## config.mk

```make
export PLATFORM = sky130hd
export DESIGN_NAME = plat_cordic
export DESIGN_NICKNAME = d
export VERILOG_FILES = /design/src/plat_pkg.sv /design/src/plat_cordic.sv
export SDC_FILE = /design/constraint.sdc
export NUM_CORES = 2
export LEC_CHECK = 0
export BUFFER_PORTS_ARGS = -buffer_cell sky130_fd_sc_hd__clkbuf_2
export CORE_UTILIZATION = 58
export CTS_CLUSTER_SIZE = 14
export DETAILED_ROUTE_END_ITERATION = 16
export GPL_TIMING_DRIVEN = 0
export PLACE_DENSITY = 0.77
export SYNTH_ARGS = -nofsm -noshare
export SYNTH_HDL_FRONTEND = slang
export SYNTH_SLANG_ARGS = --single-unit
```

## constraint.sdc

```tcl
create_clock -name clk_i -period 7.65 [get_ports clk_i]
set_input_delay 0.765 -clock clk_i [delete_from_list [all_inputs] [get_ports clk_i]]
set_output_delay 0.765 -clock clk_i [all_outputs]
set_load 0.03 [all_outputs]
```

## src/plat_pkg.sv

```systemverilog
// Shared constants, codes and the CORDIC arctangent table of the polyline accumulator.
package plat_pkg;

  localparam int HEAD_W     = 20;
  localparam int LEN_W      = 48;
  localparam int ANG_W      = 40;
  localparam int CFG_IDX_W  = 1;
  localparam int CXY_W      = 35;   // CORDIC x/y datapath width
  localparam int ZW         = 37;   // CORDIC angle accumulator, signed Q32 radians
  localparam int NORM_TOP   = 30;   // bit that holds the leading one after normalizing
  localparam int ANG_Q16_W  = 18;   // one rounded turn, Q16 radians, at most pi

  localparam logic [LEN_W-1:0] LEN_MAX = '1;
  localparam logic [ANG_W-1:0] ANG_MAX = '1;
  localparam logic signed [ZW-1:0] PI_Q32 = 37'sd13493037705;

  typedef enum logic [CFG_IDX_W-1:0] {
    REG_START_HEADING = 1'b0,
    REG_GOAL_HEADING  = 1'b1
  } cfg_reg_e;

  // atan(2^-i) in Q32 radians, rounded to nearest.
  function automatic logic signed [ZW-1:0] atan_q32(input logic [5:0] i);
    logic signed [ZW-1:0] r;
    case (i)
      6'd0:    r = 37'sd3373259426;
      6'd1:    r = 37'sd1991351318;
      6'd2:    r = 37'sd1052175346;
      6'd3:    r = 37'sd534100635;
      6'd4:    r = 37'sd268086748;
      6'd5:    r = 37'sd134174063;
      6'd6:    r = 37'sd67103403;
      6'd7:    r = 37'sd33553749;
      6'd8:    r = 37'sd16777131;
      6'd9:    r = 37'sd8388597;
      6'd10:   r = 37'sd4194303;
      default: r = (i <= 6'd32) ? (37'sd1 <<< (6'd32 - i)) : '0;
    endcase
    return r;
  endfunction

endpackage

```

## src/plat_cordic.sv

```systemverilog
// Normalizer and vectoring CORDIC that turn a dot and cross product into a turn angle.
module plat_cordic import plat_pkg::*; #(
  parameter int PW           = 67,
  parameter int CORDIC_STEPS = 24
) (
  input  logic                 clk_i,
  input  logic                 rst_ni,
  input  logic                 start_i,
  input  logic signed [PW-1:0] dot_i,
  input  logic signed [PW-1:0] crs_i,
  output logic                 done_o,
  output logic [ANG_Q16_W-1:0] angle_o
);

  localparam int MW = (PW > 40) ? PW : 40;
  localparam int IW = $clog2(CORDIC_STEPS);

  typedef enum logic [1:0] {C_IDLE, C_NORM, C_ROT, C_FIN} cstate_e;

  cstate_e                state_q;
  logic [MW-1:0]          dm_q, cm_q;
  logic                   dneg_q, done_q;
  logic signed [CXY_W-1:0] x_q, y_q;
  logic signed [ZW-1:0]   z_q;
  logic [IW-1:0]          i_q;
  logic [ANG_Q16_W-1:0]   angle_q;

  logic [PW-1:0]          dot_abs, crs_abs;
  logic [MW-1:0]          mor;
  logic signed [CXY_W-1:0] xs, ys;
  logic signed [ZW-1:0]   at, zf, zc, zr;

  assign dot_abs = dot_i[PW-1] ? $unsigned(-dot_i) : $unsigned(dot_i);
  assign crs_abs = crs_i[PW-1] ? $unsigned(-crs_i) : $unsigned(crs_i);
  assign mor     = dm_q | cm_q;
  assign xs      = x_q >>> i_q;
  assign ys      = y_q >>> i_q;
  assign at      = atan_q32(6'(i_q));

  // An obtuse turn folds back around pi, then the angle is clamped and rounded to Q16.
  always_comb begin
    zf = dneg_q ? PI_Q32 - z_q : z_q;
    if (zf < 0) begin
      zc = '0;
    end else if (zf > PI_Q32) begin
      zc = PI_Q32;
    end else begin
      zc = zf;
    end
    zr = zc + 37'sd32768;
  end

  always_ff @(posedge clk_i or negedge rst_ni) begin
    if (!rst_ni) begin
      state_q <= C_IDLE;
      dm_q    <= '0;
      cm_q    <= '0;
      dneg_q  <= 1'b0;
      x_q     <= '0;
      y_q     <= '0;
      z_q     <= '0;
      i_q     <= '0;
      done_q  <= 1'b0;
      angle_q <= '0;
    end else begin
      done_q <= (state_q == C_FIN);
      unique case (state_q)
        C_IDLE: begin
          if (start_i) begin
            dm_q   <= MW'(dot_abs);
            cm_q   <= MW'(crs_abs);
            dneg_q <= dot_i[PW-1];
            z_q    <= '0;
            i_q    <= '0;
            state_q <= ((dot_abs | crs_abs) == '0) ? C_FIN : C_NORM;
          end
        end
        C_NORM: begin
          if (|mor[MW-1:NORM_TOP+9]) begin
            dm_q <= dm_q >> 8;
            cm_q <= cm_q >> 8;
          end else if (|mor[MW-1:NORM_TOP+1]) begin
            dm_q <= dm_q >> 1;
            cm_q <= cm_q >> 1;
          end else if (mor[NORM_TOP:NORM_TOP-7] == '0) begin
            dm_q <= dm_q << 8;
            cm_q <= cm_q << 8;
          end else if (!mor[NORM_TOP]) begin
            dm_q <= dm_q << 1;
            cm_q <= cm_q << 1;
          end else begin
            x_q     <= $signed(CXY_W'(dm_q[NORM_TOP:0]));
            y_q     <= $signed(CXY_W'(cm_q[NORM_TOP:0]));
            state_q <= C_ROT;
          end
        end
        C_ROT: begin
          if (y_q > 0) begin
            x_q <= x_q + ys;
            y_q <= y_q - xs;
            z_q <= z_q + at;
          end else begin
            x_q <= x_q - ys;
            y_q <= y_q + xs;
            z_q <= z_q - at;
          end
          i_q <= i_q + 1'b1;
          if (i_q == IW'(CORDIC_STEPS - 1)) begin
            state_q <= C_FIN;
          end
        end
        C_FIN: begin
          angle_q <= zr[16 +: ANG_Q16_W];
          state_q <= C_IDLE;
        end
        default: state_q <= C_IDLE;
      endcase
    end
  end

  assign done_o  = done_q;
  assign angle_o = angle_q;

endmodule

```

==> impl.org <==
** Floorplanning
- Chip width :: between 200 and 250 µm
- Die Outline Area :: ~55,000 µm²
- Vert. Die Dim :: about 230 µm
- The floorplan has 84 rows.
- The core region is between 50,000 and 60,000 µm².
- Starting density of the core :: 0.590
- Top-Level Pins :: about 160

** Pwr
- In this run the power density over the cells is roughly 98 nW/µm².
- VDD sags by at most approximately 0.13 mV.
- Leakage Power :: approximately 14 nW
- Sum of internal, switching and leakage power :: around 3.4 mW

** Layout
- The library cells used most frequently in the layout, excluding fill and tap cells, are 506 x o21ai_0, 495 x nand2_1, 351 x nor2_1.
- Ant. Diodes :: 0
- Most common library cell in the layout ignoring fill and taps :: o21ai_0
- The area growth from synthesis to layout is 10.6%.
- Count of placed standard cells in the final layout, fillers left out :: ~5,000
- The final layout contains about 4,500 nets.
- For this run, the share of the core covered by cells in the final layout is 0.652.
- In the final layout, the share of cells above drive strength 1 is 0.112.

** Detailed routing
- Remaining design rule violation count :: 0
- Antenna Violating Nets Remaining :: 0
- Avg Vias per Cell :: 7.01
- Via total after detailed routing :: around 35,000
- Router iterations before antenna repair :: 8
- After detailed routing, the average wire length per cell comes to 25.8 µm.
- The final layout contains routed wiring with a total length of ~130,000 µm.
- Number of design-rule violations left by the first detailed-router iteration :: 4,755

** Clock network
- TritonCTS built the clock tree.
- Counting every sink on the clock net gives around 270.
- Clock latency reported for the late side of the worst-skew pair :: a little under 0.6 ns
- No sink is reached through more buffers than the 3 on the longest clock path.
- CTS HTree Levels :: 2
- In this run, post-CTS hold repair placed 0 buffers.
- Number of buffers inserted during clock tree synthesis :: 34
- CTS placed an instance of clkbuf_16 at the clock tree root.
- After clock tree synthesis, the clock-pin slew on the worst setup and hold paths is ~0.060 ns.

** Synthesis
- Number of distinct library cells after synthesis :: 90
- Gate Count Post-Synth :: 4,088
- After synthesis, the share of flip-flops with an asynchronous set or reset is 1.00.
- Number of warnings issued by yosys :: 0
- Per-instance average area after synthesis :: ~7.6 µm²
- Of the synthesized area, sequential elements account for 0.215.
- Synthesis inferred 268 register bits.
- When the netlist entered floorplanning its net count stood at around 4,400.
- Top flip-flop cell by instance count after synthesis :: dfrtp_1
- The mapped netlist covers 31,100 µm².
- Number of enable flip-flop cells after synthesis :: 0

** Timing
- Fin crit period :: about 7.4 ns
- Transition time of the tightest slew-check pin :: around 1.3 ns
- Count of endpoints failing setup in the final report :: 0
- Final number of max-transition violations :: 0
- Setup Skew :: ~0.038 ns
- Period Utilization, post-route :: 0.972
- The total count of hold-check failures in the final report came to 0.
- The worst pin sits at a relative slew slack of 0.142.
- Fmax :: around 130 MHz

** Global routing
- Number of global-route vias before repair :: between 30,000 and 40,000
- For this run the aggregate overflow at the end of global routing stands at 0.
- GRT Overall Usage :: 0.463
- Number of antenna violations at the first check in global routing :: 1
- Pin count of the biggest net entering global routing :: around 90
- Global-route wire length before repair :: between 150,000 and 200,000 µm

** Setup path
- Type of the worst setup path :: reg2reg
- Worst endpoint required time :: 8.15 ns
- The critical path starts at i_q[4]$_DFFE_PN0P_.
- In this run the critical register-to-register path is launched from i_q[4]$_DFFE_PN0P_.
- CP max-delay cell :: dfrtp_2
- Along the worst path, the maximum fanout reaches 10.
- Kind of end point of the critical path :: register
- Worst path max stage delay :: roughly 0.45 ns
- Category of the worst setup path launch point :: register
- Data arrival time at the worst-slack endpoint :: slightly below 8 ns

** Placement
- Summed over all nets, the half-perimeter wirelength after detailed placement is slightly above 100,000 µm.
- Number of placed cells counting well taps :: roughly 4,900
- Gpl congestion :: between 1 and 1.5
- Input and output buffers added on the ports amount to approximately 150.

** Worst hold path
- The path class of the tightest hold or removal check is in2async.

** Flow run
- Count of maximum capacitance violations :: 0

** Outcome
- The flow ran to the end, and the final reports show no timing, DRC or antenna violations.
-- logic make-up after synthesis --
group,after synthesis,synth area share
AOI/OAI and AO/OA,1373,0.271
xor gates and xnor gates,329,0.0930
adders and majority gates,126,0.0514
buffers and inverters,357,0.0437
DFF,268,0.215
muxes,231,0.112
and+or+nand+nor,1404,0.214
-- registers in the layout, summed over array words and instances (netlist names) --
name and flops:
angle_o 18, state_q 2, dm_q 67, done_o 1, z_q 37, x_q 35
dneg_q 1, cm_q 67, y_q 35, i_q 5
-- area by class of cell --
class / instances / area [µm²]
well taps: 688 / 861
flip-flops and latches: 268 / 6710
clock inverters: 15 / 206
repair buffers: 166 / 915
multi-input cells: 3463 / 23300
plain buffers: 261 / 1170
inverters: 89 / 343
clock buffers: 45 / 952
fillers: 4795 / 18300
-- routing by layer --
| layer | vias up | global-route usage | routed length, µm |
|---|---|---|---|
| li1 | 15600 | - | - |
| met1 | 16500 | 0.602 | 49400 |
| met2 | 2509 | 0.697 | 55100 |
| met3 | 470 | 0.120 | 16200 |
| met4 | 2 | 0.258 | 8340 |
| met5 | - | 0 | 13 |
-- cells in the mapped netlist (14+ instances only) --
cell      instances  area, µm²
o21bai_1         22        165
nor2b_1          30        188
ha_1            123       1540
o21a_1           27        203
nand2_1         496       1860
o211ai_1         43        323
a211oi_1         52        390
inv_1            85        319
nor3_1           88        440
a221oi_1         17        149
clkbuf_1        221        830
and3_1           25        156
dfrtp_1         268       6710
or3_1            42        263
nand3_1          79        395
a31oi_1          40        250
o41ai_1          23        201
nand4_1          38        238
xnor2_1         172       1510
o21ai_0         512       2560
mux4_2           90       2030
buf_1            40        150
o31a_1           14        123
or4_1            32        240
a21o_1           59        443
nor2_1          353       1330
o22ai_1          32        200
o31ai_1          63        473
mux2_2           35        394
and2_1           23        144
xor2_1          156       1370
nor4_1           64        400
mux2i_1         106       1060
a21oi_1         316       1580
nor3b_1          14        105
or2_2            25        156
nand2b_1         45        282
a22oi_1          22        165
-- power by group --
part           switching, mW  internal [mW]
Sequential                 0           1.42
Combinational          0.177         0.0908
Clock                  0.722          0.964
Total                  0.899           2.47
-- critical path, delay by kind of cell (launching register included) --
| kind | cells | cell delay (ns) |
|---|---|---|
| flip-flops | 1 | 0.45 |
| XOR/XNOR | 2 | 0.58 |
| adder cells (fa/ha/maj) | 3 | 0.75 |
| AO/OA/AOI/OAI | 12 | 2.38 |
| AND/OR/NAND/NOR | 8 | 1.64 |
| buffers and inverters | 8 | 1.53 |
-- final timing paths --
check	to	slack (ns)	cells after the start
worst max-delay path	z_q[36]$_DFFE_PN0P_	0.21	33
worst min-delay path	dm_q[4]$_DFFE_PN0P_	0.23	1
worst max register to register	z_q[36]$_DFFE_PN0P_	0.21	33
worst min register to register	angle_o[4]$_DFFE_PN0P_	0.50	1
max in group asynchronous	i_q[4]$_DFFE_PN0P_	5.99	3
min in group clk_i	angle_o[4]$_DFFE_PN0P_	0.50	1
-- stage by stage --
step	hold slack, ns	setup slack (ns)	TNS (ns)	instance area, µm²
finish	0.233	0.212	0	34400
CTS	0.266	0.0156	0	34200
detailed placement	0.478	-2.36	-66.12	32800
global placement	0.476	-2.45	-68.03	32800
floorplan	0.466	0.0587	0	31100
global route	0.314	-0.0105	-0.0105	34400
-- repair_timing --
item / 4_1_cts / 5_1_grt
pin swaps: 0 / 3
endpoints found under the setup margin: 65 / 20
buffers inserted: 2 / 10
resized for setup: 74 / 81
No activity file was read; power rests on OpenSTA's default activity.
