<file path="config.mk">
export PLATFORM = sky130hd
export DESIGN_NAME = plat_isqrt
export DESIGN_NICKNAME = d
export VERILOG_FILES = /design/src/plat_isqrt.sv
export SDC_FILE = /design/constraint.sdc
export NUM_CORES = 1
export LEC_CHECK = 0
export BUFFER_PORTS_ARGS = -buffer_cell sky130_fd_sc_hd__buf_2
export CELL_PAD_IN_SITES_DETAIL_PLACEMENT = 1
export CELL_PAD_IN_SITES_GLOBAL_PLACEMENT = 1
export CORE_UTILIZATION = 41
export DETAILED_ROUTE_END_ITERATION = 7
export GPL_TIMING_DRIVEN = 0
export PLACE_DENSITY_LB_ADDON = 0.05
export SYNTH_ARGS = -nofsm -noshare
export SYNTH_HDL_FRONTEND = slang
export SYNTH_SLANG_ARGS = --single-unit
</file>
<file path="constraint.sdc">
create_clock -name clk_i -period 2.71 [get_ports clk_i]
set_input_delay 0.542 -clock clk_i [delete_from_list [all_inputs] [get_ports clk_i]]
set_output_delay 0.542 -clock clk_i [all_outputs]
set_load 0.01 [all_outputs]
</file>
<file path="src/plat_isqrt.sv">
// Digit-by-digit integer square root, one result bit per cycle.
module plat_isqrt #(
  parameter int NW = 68
) (
  input  logic            clk_i,
  input  logic            rst_ni,
  input  logic            start_i,
  input  logic [NW-1:0]   radicand_i,
  output logic            done_o,
  output logic [NW/2-1:0] root_o
);

  localparam int RW   = NW / 2;
  localparam int REMW = RW + 3;
  localparam int CNTW = $clog2(RW + 1);

  logic [NW-1:0]   rad_q;
  logic [REMW-1:0] rem_q;
  logic [RW-1:0]   root_q;
  logic [CNTW-1:0] cnt_q;
  logic            busy_q, done_q;
  logic [REMW-1:0] rem_next, trial;
  logic            fits;

  assign rem_next = {rem_q[REMW-3:0], rad_q[NW-1:NW-2]};
  assign trial    = REMW'({root_q, 2'b01});
  assign fits     = rem_next >= trial;

  always_ff @(posedge clk_i or negedge rst_ni) begin
    if (!rst_ni) begin
      rad_q  <= '0;
      rem_q  <= '0;
      root_q <= '0;
      cnt_q  <= '0;
      busy_q <= 1'b0;
      done_q <= 1'b0;
    end else begin
      done_q <= !start_i && busy_q && (cnt_q == CNTW'(1));
      if (start_i) begin
        rad_q  <= radicand_i;
        rem_q  <= '0;
        root_q <= '0;
        cnt_q  <= CNTW'(RW);
        busy_q <= 1'b1;
      end else if (busy_q) begin
        rad_q  <= rad_q << 2;
        rem_q  <= fits ? rem_next - trial : rem_next;
        root_q <= {root_q[RW-2:0], fits};
        cnt_q  <= cnt_q - 1'b1;
        if (cnt_q == CNTW'(1)) begin
          busy_q <= 1'b0;
        end
      end
    end
  end

  assign done_o = done_q;
  assign root_o = root_q;

endmodule

</file>
==> results.toml, run 1 <==
[floorplanning]
dieWidth_um = 147
ios = 106
rows = 52
core_area_um2 = 20400
die-area_um2 = 21500
die_h_um = 147
start_util_pct = 42.1

[synth]
synth_area_per_cell_um2 = 9.03
synth_edf_count = 0
ys_ff_latch = 145
ys_types = 65
synthCells = 950
synth_ff_type = "dfrtp_1"
ys_warn_count = 0
syn_area_um2 = 8580
async_flop_share_pct = 100
synth-seq-area-share_pct = 42.3
syn_nets = 1059

[cells_and_area]
multi_input_area_um2 = 5530
antenna_cells = 0
drive_gt1_share_pct = 31.8
regArea_um2 = 3640
final_core_util_pct = 57.9
area_growth_pct = 37.3
finalNetCount = 1246
fill_cells = 2261

[cts]
cts_made_buffers = 17
clockRootBuffer = "clkbuf_16"
clk_pin_slew_worst_paths_ns = 0.07
cts_tree = "done"
clock_path_buffers = 2
cts_max_level = 4
insertion_delay_ns = 0.44
cts_num_sinks = 145

[timing]
fmax_mhz = 336
fin_crit_ns = 2.97
slew_headroom_pct = 40.2
worst_pin_slew_ns = 0.897
period_share_pct = 110
rsz0062_at_grt = "yes"
final_max_slew_viol_count = 0
finClkSkew_ns = 0.0147
setup_viol = 35
hold_violations = 0
worst_slack_ns = -0.265

[detailed_routing]
ant_nets = 0
drc = 0
drt-wirelength-per-cell_um = 21.2
vias = 8031
first_pass_iters = 5
vias_per_cell = 5.66
drtIter0Drc = 423
totalWireLength_mm = 30.1

[grt]
grt_max_degree = 93
grt_pass1_wl_mm = 45.2
antenna_found_initial = 1
grt_util_all_layers_pct = 27.0
grt_overflow_total = 0
grt_pass1_vias = 8333

[setup_path]
cp.arrival_ns = 3.29
start_kind = "flip-flop"
ff2ff_path_depth = 12
crit_type = "reg -> reg"
required_ns = 3.02
r2r_setup_slack_ns = -0.26
cp-end-kind = "flip-flop"
critPathMaxFanout = 5

[place]
hpwlAfterDp_mm = 18.0
portBuffers = 104
post-place-ws_ns = -0.682
gp_congestion = 0.833

[pwr]
vdd_drop_max_mv = 0.652
pwr_density_cell_nw_per_um2 = 1240
cellLeakagePower_uw = 0.00595
power_uw = 14700

[run_status]
outcome = "finished with violations"
failed_checks = "setup timing"

[worst_hold_path]
hp-class = "in -> async"

[job]
timing.max_cap.violations = 0
## cell usage in the layout, fill, tap and decap left out, drive strengths merged, types with 2 or more instances in the layout
cell and instances:
buf 180, a21oi 41, nor3 10, or2 3, nor2b 4, nand2 150
nand3 9, o21ai 91, mux2 3, xor2 12, xnor2 18, o31a 3
and3 5, a221o 2, nor2 86, ha 38, a21o 9, inv 56
clkbuf 61, clkinv 2, nor4 6, o211ai 5, a211oi 9, clkinvlp 4
a311oi 23, a221oi 2, dfrtp 145, o21bai 11, and2 2, a21boi 4
mux2i 102, o31ai 3, a41oi 2, o21a 10, nand2b 7, nand4 11
## repair_timing
| item | CTS | global route |
|---|---|---|
| resized for setup | 112 | 121 |
| pin swaps | 31 | 62 |
| hold buffers | 0 | 0 |
| cloned | 4 | 3 |
| endpoints found under the setup margin | 36 | 36 |
| setup buffers | 37 | 28 |
## through the flow
step | TNS [ns] | std cells | hold WS, ns | area [um2]
after floorplan | -0.00138 | 950 | 0.246 | 8630
after global placement | -186.03 | 1324 | 0.492 | 9490
after detailed placement | -18.58 | 1325 | 0.511 | 9530
after CTS | -3.70 | 1394 | 0.0685 | 11000
after global routing | -9.75 | 1420 | 0.0838 | 11800
final | -6.58 | 1420 | 0.0439 | 11800
## state kept, by name, summed over array words and instances, names as in the netlist
name and cells:
cnt_q 6, done_o 1, rad_q 68, rem_q 35, root_o 34, busy_q 1
## power by group
part	total [uW]	leakage [uW]	switching (uW)	internal, uW
Sequential	2810	0.00185	328	2490
Clock	2370	0.000269	1080	1290
Combinational	9470	0.00383	4920	4550
Total	14700	0.00595	6330	8330
## cell type report
cell class | instances | share of cell area [%]
Buffer | 48 | 2.20
Inverter | 49 | 1.56
Clock inverter | 14 | 1.19
Tap cell | 270 | 2.87
Sequential cell | 145 | 30.9
Multi-Input combinational cell | 701 | 47.0
Clock buffer | 18 | 3.64
Timing Repair Buffer | 175 | 10.7
## cell usage after synthesis (2+ instances only)
master | number | share of area [%]
a211oi_1 | 9 | 0.79
a21boi_1 | 2 | 0.17
a21o_1 | 9 | 0.79
a21oi_1 | 41 | 2.4
a221o_1 | 2 | 0.23
a311oi_1 | 22 | 2.2
a41oi_1 | 2 | 0.20
and2_1 | 2 | 0.15
and3_1 | 5 | 0.36
buf_2 | 6 | 0.35
clkbuf_1 | 49 | 2.1
dfrtp_1 | 145 | 42
ha_1 | 38 | 5.5
inv_1 | 48 | 2.1
mux2_1 | 2 | 0.26
mux2i_1 | 102 | 12
nand2_1 | 150 | 6.6
nand2b_1 | 7 | 0.51
nand3_1 | 9 | 0.52
nand4_1 | 11 | 0.80
nor2_1 | 86 | 3.8
nor2b_1 | 4 | 0.29
nor3_1 | 10 | 0.58
nor4_1 | 6 | 0.44
o211ai_1 | 5 | 0.44
o21a_1 | 9 | 0.79
o21ai_0 | 85 | 5.0
o21ai_1 | 4 | 0.23
o21bai_1 | 11 | 0.96
o31a_1 | 3 | 0.31
o31ai_1 | 3 | 0.26
or2_2 | 2 | 0.15
xnor2_1 | 18 | 1.8
xor2_1 | 12 | 1.2
## critical path: stages (launching register included)
cell      delay, ns
dfrtp_1        0.39
inv_1          0.11
ha_4           0.23
nor2b_2        0.16
o31a_1         0.35
o32ai_4        0.38
nor3_2         0.10
o21ai_2        0.31
buf_4          0.19
a21oi_1        0.08
nor3_2         0.18
a21oi_1        0.09
a211oi_1       0.30
## layer usage
layer / global-route usage [%] / routed length [um] / vias to the layer above
met1: 34.7 / 12500 / 4003
met2: 45.9 / 15200 / 234
met3: 3.91 / 1290 / 80
li1: - / - / 3712
met4: 9.74 / 1070 / 2
met5: 0 / 10 / -
## path summary, 6_finish.rpt
check | from | endpoint
min in group clk_i | radicand_i[52] | rad_q[52]
worst max register to register | root_o[0] | rem_q[22]
worst min register to register | rem_q[33] | rem_q[33]
worst min-delay path | rst_ni | root_o[22]
max in group asynchronous | rst_ni | rem_q[3]
worst max-delay path | root_o[0] | rem_q[22]
## cell families (layout without fill, tap and decap cells)
logic type / after synthesis / count (layout) / synth area share, %
compound gates: 226 / 227 / 17.2
xor+xnor: 30 / 30 / 3.06
fa+ha+maj: 38 / 38 / 5.54
buf+inv: 105 / 304 / 4.68
flops: 145 / 145 / 42.3
mux: 105 / 105 / 12.3
simple gates: 301 / 301 / 15.0
Note: power is estimated with default switching activity, not from simulation.
==> inputs of run 2 (changes only) <==
- BUFFER_PORTS_ARGS: -buffer_cell sky130_fd_sc_hd__buf_2 -> unset
- CORE_UTILIZATION: 41 -> 44
- DONT_BUFFER_PORTS: unset -> 1
==> results.toml, run 2 (same netlist as run 1, synthesis figures left out) <==
[timing]
worst_slack_ns = -0.361
finClkSkew_ns = 0.0163
final_max_slew_viol_count = 0
rsz0062_at_grt = "yes"
fin_crit_ns = 3.07
setup_viol = 36
hold_violations = 145
slew_headroom_pct = 40.0
fin_hold_ws_ns = -0.200
fmax_mhz = 326
worst_pin_slew_ns = 0.900
period_share_pct = 113

[setup_path]
r2r_setup_slack_ns = -0.36
slowest_delay_ns = 0.47
crit_chain = "ha_4 > a21o_1 > a211oi_2 > a21boi_1 > o21ai_4 > o41a_1 > o21ai_4 > buf_6 > buf_6 > buf_16 > nand2_2 > a311oi_2"
crit_buf_inv = 3
crit_type = "reg -> reg"
cp_top_family = "compound AO/OA/AOI/OAI gates"
slowest_stage = "dfrtp_1"
critPathMaxFanout = 5
start_kind = "flip-flop"
cp-end-kind = "flip-flop"
cp.arrival_ns = 3.38
required_ns = 3.02

[cells_and_area]
largest-register = "rad_q"
multi_input_area_um2 = 5530
finalNetCount = 1123
drive_gt1_share_pct = 26.6
antenna_cells = 0
area_growth_pct = 29.6
largest_reg_flops = 68
layout.cells.non_filler = 1287
final_cell_mix = "nand2_1, dfrtp_1, mux2i_1"
final_common_cell = "nand2_1"
fill_cells = 2066
regArea_um2 = 3670
post-route-cell-area_um2 = 11100

[detailed_routing]
drt-wirelength-per-cell_um = 22.5
totalWireLength_mm = 29.0
drc = 0
first_pass_iters = 4
drtIter0Drc = 348
ant_nets = 0
vias = 7510
vias_per_cell = 5.84

[floorplanning]
dieWidth_um = 142
die-area_um2 = 20100
die_h_um = 142
core_area_um2 = 18900
ios = 106
rows = 50
start_util_pct = 45.4

[pwr]
p_int_uw = 8250
p_comb_share_pct = 64.0
cellLeakagePower_uw = 0.00529
vdd_drop_max_mv = 0.564
clkPwrFrac_pct = 16.6
pwr_density_cell_nw_per_um2 = 1310
share_seq_of_total_power_pct = 19.5
switching_share_pct = 43.2
power_uw = 14500
switchingPower_uw = 6260

[cts]
clock_path_buffers = 2
clk_pin_slew_worst_paths_ns = 0.07
cts_made_buffers = 17
clockRootBuffer = "clkbuf_16"
cts_max_level = 4
cts_tree = "done"
cts_num_sinks = 145
insertion_delay_ns = 0.44

[grt]
grt_max_degree = 146
antenna_found_initial = 0
grt_pass1_vias = 8110
grt_util_all_layers_pct = 28.7
grt_overflow_total = 0
grt_pass1_wl_mm = 44.3

[worst_hold_path]
hp-class = "in -> async"

[place]
gp_congestion = 0.921
dp.cells = 1210
place_area_um2 = 8960
portBuffers = 0
hpwlAfterDp_mm = 17.7

[job]
timing.max_cap.violations = 0

[run_status]
failed_checks = "hold timing, setup timing"
outcome = "finished with violations"
## run 2: cell count changes in the layout (fill, tap and decap cells not counted), moves of 7 or more
| cell | previous run | this run |
|---|---|---|
| dfrtp_1 | 139 | 114 |
| nand2_1 | 117 | 125 |
| nand2_4 | 16 | 9 |
| buf_2 | 103 | 0 |
| buf_4 | 50 | 33 |
| dfrtp_2 | 6 | 31 |
## run 2: layout make-up
cell class	count	area share [%]
timing repair buffer	52	4.83
clock inverter	14	1.37
clock buffer	18	3.95
sequential	145	33.0
multi-input combinational	700	49.8
tap	260	2.93
buffer	49	2.52
inverter	49	1.65
## run 2: timing repair
action | CTS | global route
gates resized for setup | 175 | 87
setup buffers | 29 | 22
cloned | 4 | 1
setup endpoints to repair | 36 | 36
pin swaps | 44 | 61
hold endpoints to repair | 145 | 145
## run 2: path summary, 6_finish.rpt
check,cells after the start,start,endpoint
worst min register to register,2,rem_q[33],rem_q[33]
max in group asynchronous,0,rst_ni,root_o[28]
worst max register to register,12,rem_q[8],rem_q[6]
worst min-delay path,0,rst_ni,rem_q[22]
min in group clk_i,2,radicand_i[13],rad_q[13]
worst max-delay path,12,rem_q[8],rem_q[6]
## run 2: worst register-to-register path, delay by kind of cell, from the launching register on
kind,cells,cell delay (ns)
compound gates,7,1.71
flops,1,0.47
buf+inv,3,0.37
fa+ha+maj,1,0.34
simple gates,1,0.05
## run 2: metrics by stage
stage	utilization, %	setup TNS [ns]	hold WS (ns)	worst slack (ns)
after floorplan	-	-0.00138	0.246	-0.00138
after detailed placement	47.4	-19.28	0.252	-0.795
after global placement	47.4	-18.23	0.251	-0.683
after CTS	56.5	-3.46	-0.211	-0.205
final	58.9	-8.27	-0.200	-0.361
after global routing	58.9	-10.41	-0.218	-0.406
## run 2: power by group through the flow
stage / Clock, uW / Combinational, uW / Sequential (uW)
6_report: 2400 / 9280 / 2830
5_1_grt: 2530 / 9730 / 2850
4_1_cts: 2440 / 7690 / 2800
3_5_place_dp: 0 / 4970 / 2790
3_3_place_gp: 0 / 4860 / 2780
2_1_floorplan: 0 / 3810 / 2690
## run 2: per-layer routing
metal / wire (um) / global-route usage [%] / share of wire [%]
met2: 14700 / 49.6 / 51
met5: 0 / 0 / 0
met3: 1380 / 5.26 / 4.7
met4: 966 / 11.7 / 3.3
met1: 11900 / 35.3 / 41
==> inputs of run 3 (changes only) <==
==> constraint.sdc (replaced) <==
create_clock -name clk_i -period 2.71 [get_ports clk_i]
set_input_delay 0.1355 -clock clk_i [delete_from_list [all_inputs] [get_ports clk_i]]
set_output_delay 0.1355 -clock clk_i [all_outputs]
set_load 0.01 [all_outputs]
==> results.toml, run 3 (same netlist as run 1, synthesis figures left out) <==
[floorplanning]
ios = 106
core_area_um2 = 18900
die-area_um2 = 20100
dieWidth_um = 142
die_h_um = 142
rows = 50
start_util_pct = 45.4

[pwr]
p_comb_share_pct = 64.1
p_int_uw = 8320
clkPwrFrac_pct = 16.6
vdd_drop_max_mv = 0.538
pwr_density_cell_nw_per_um2 = 1240
power_uw = 14700
switching_share_pct = 43.3
share_seq_of_total_power_pct = 19.3
cellLeakagePower_uw = 0.00559
switchingPower_uw = 6340

[cts]
clock_path_buffers = 2
ctsHoldBuffers = 68
cts_max_level = 4
cts_num_sinks = 145
clk_pin_slew_worst_paths_ns = 0.07
cts_made_buffers = 17
insertion_delay_ns = 0.44
cts_tree = "done"
clockRootBuffer = "clkbuf_16"

[cells_and_area]
largest_reg_flops = 68
antenna_cells = 0
area_growth_pct = 37.7
post-route-cell-area_um2 = 11800
layout.cells.non_filler = 1354
drive_gt1_share_pct = 24.9
largest-register = "rad_q"
final_cell_mix = "nand2_1, dfrtp_1, mux2i_1"
finalNetCount = 1190
final_common_cell = "nand2_1"

[timing]
finClkSkew_ns = 0.0140
fin_hold_ws_ns = -0.609
setup_tns_ns = -12.83
fmax_mhz = 314
hold_violations = 145
period_share_pct = 118
rsz0062_at_grt = "yes"
worst_pin_slew_ns = 0.883
setup_viol = 36
fin_crit_ns = 3.19
slew_headroom_pct = 41.1
worst_slack_ns = -0.476
final_max_slew_viol_count = 0

[grt]
grt_overflow_total = 0
antenna_found_initial = 0
grt_pass1_wl_mm = 47.3
grt_pass1_vias = 8755
grt_util_all_layers_pct = 30.6
grt_max_degree = 146

[setup_path]
cp-end-kind = "flip-flop"
start_kind = "flip-flop"
required_ns = 3.02
cp.arrival_ns = 3.50
critPathMaxFanout = 6
crit_type = "reg -> reg"
r2r_setup_slack_ns = -0.48

[place]
dp.cells = 1210
portBuffers = 0
hpwlAfterDp_mm = 17.7
gp_congestion = 0.921
place_area_um2 = 8960

[detailed_routing]
ant_nets = 0
drc = 0
vias_per_cell = 5.83
drt-wirelength-per-cell_um = 22.7
totalWireLength_mm = 30.7
drtIter0Drc = 370
vias = 7895
first_pass_iters = 5

[run_status]
failed_checks = "hold timing, setup timing"
outcome = "finished with violations"

[job]
timing.max_cap.violations = 0

[worst_hold_path]
hp-class = "in -> async"
run 3: timing repair:
action,4_1_cts,5_1_grt
endpoints found under the setup margin,36,36
cloned,4,0
endpoints found under the hold margin,213,145
pin swaps,44,66
resized for setup,175,94
setup buffers,29,22
run 3: power groups by stage:
stage	sequential, uW	combinational, uW	clock, uW
after floorplan	2690	3810	0
after global placement	2780	4860	0
after detailed placement	2790	4970	0
after CTS	2800	7770	2440
after global routing	2860	9850	2540
final	2830	9400	2430
run 3: cell type report:
| cell class | instances | area [um2] |
|---|---|---|
| Buffer | 49 | 275 |
| Sequential cell | 145 | 3670 |
| Timing Repair Buffer | 119 | 1220 |
| Multi-Input combinational cell | 700 | 5550 |
| Inverter | 49 | 184 |
| Clock inverter | 14 | 153 |
| Tap cell | 260 | 325 |
| Fill cell | 2032 | 7080 |
| Clock buffer | 18 | 439 |
run 3: final timing paths:
kind | startpoint | to | cells after the start
min in group clk_i | start_i | rad_q[16] | 2
setup / recovery | root_o[30] | rem_q[6] | 14
max in group asynchronous | rst_ni | root_o[11] | 0
setup reg to reg | root_o[30] | rem_q[6] | 14
hold reg to reg | rem_q[33] | rem_q[33] | 2
hold / removal | rst_ni | rem_q[17] | 0
run 3: through the flow:
stage	worst slack [ns]	hold slack [ns]	utilization, %
finish	-0.476	-0.609	62.5
global route	-0.527	-0.626	62.5
CTS	-0.205	-0.618	60.1
detailed placement	-0.795	-0.155	47.4
global placement	-0.683	-0.155	47.4
floorplan	-0.00138	-0.160	-
run 3: metal layers:
metal  share of wire, %  GRT usage, %
met1                 41          36.9
met3                4.4          5.50
met4                3.5          11.9
met5                  0             0
met2                 52          54.1
run 3: worst max-delay path: stages (launching register included):
cell and delay [ns]:
dfrtp_2 0.47, inv_2 0.07, ha_4 0.27, buf_8 0.10, nand4_1 0.25, nor4_2 0.41, a41oi_1 0.20, a21oi_1 0.17
and3b_2 0.26, o21ai_4 0.10, buf_6 0.13, buf_6 0.12, buf_16 0.12, nand2_2 0.05, a311oi_2 0.33
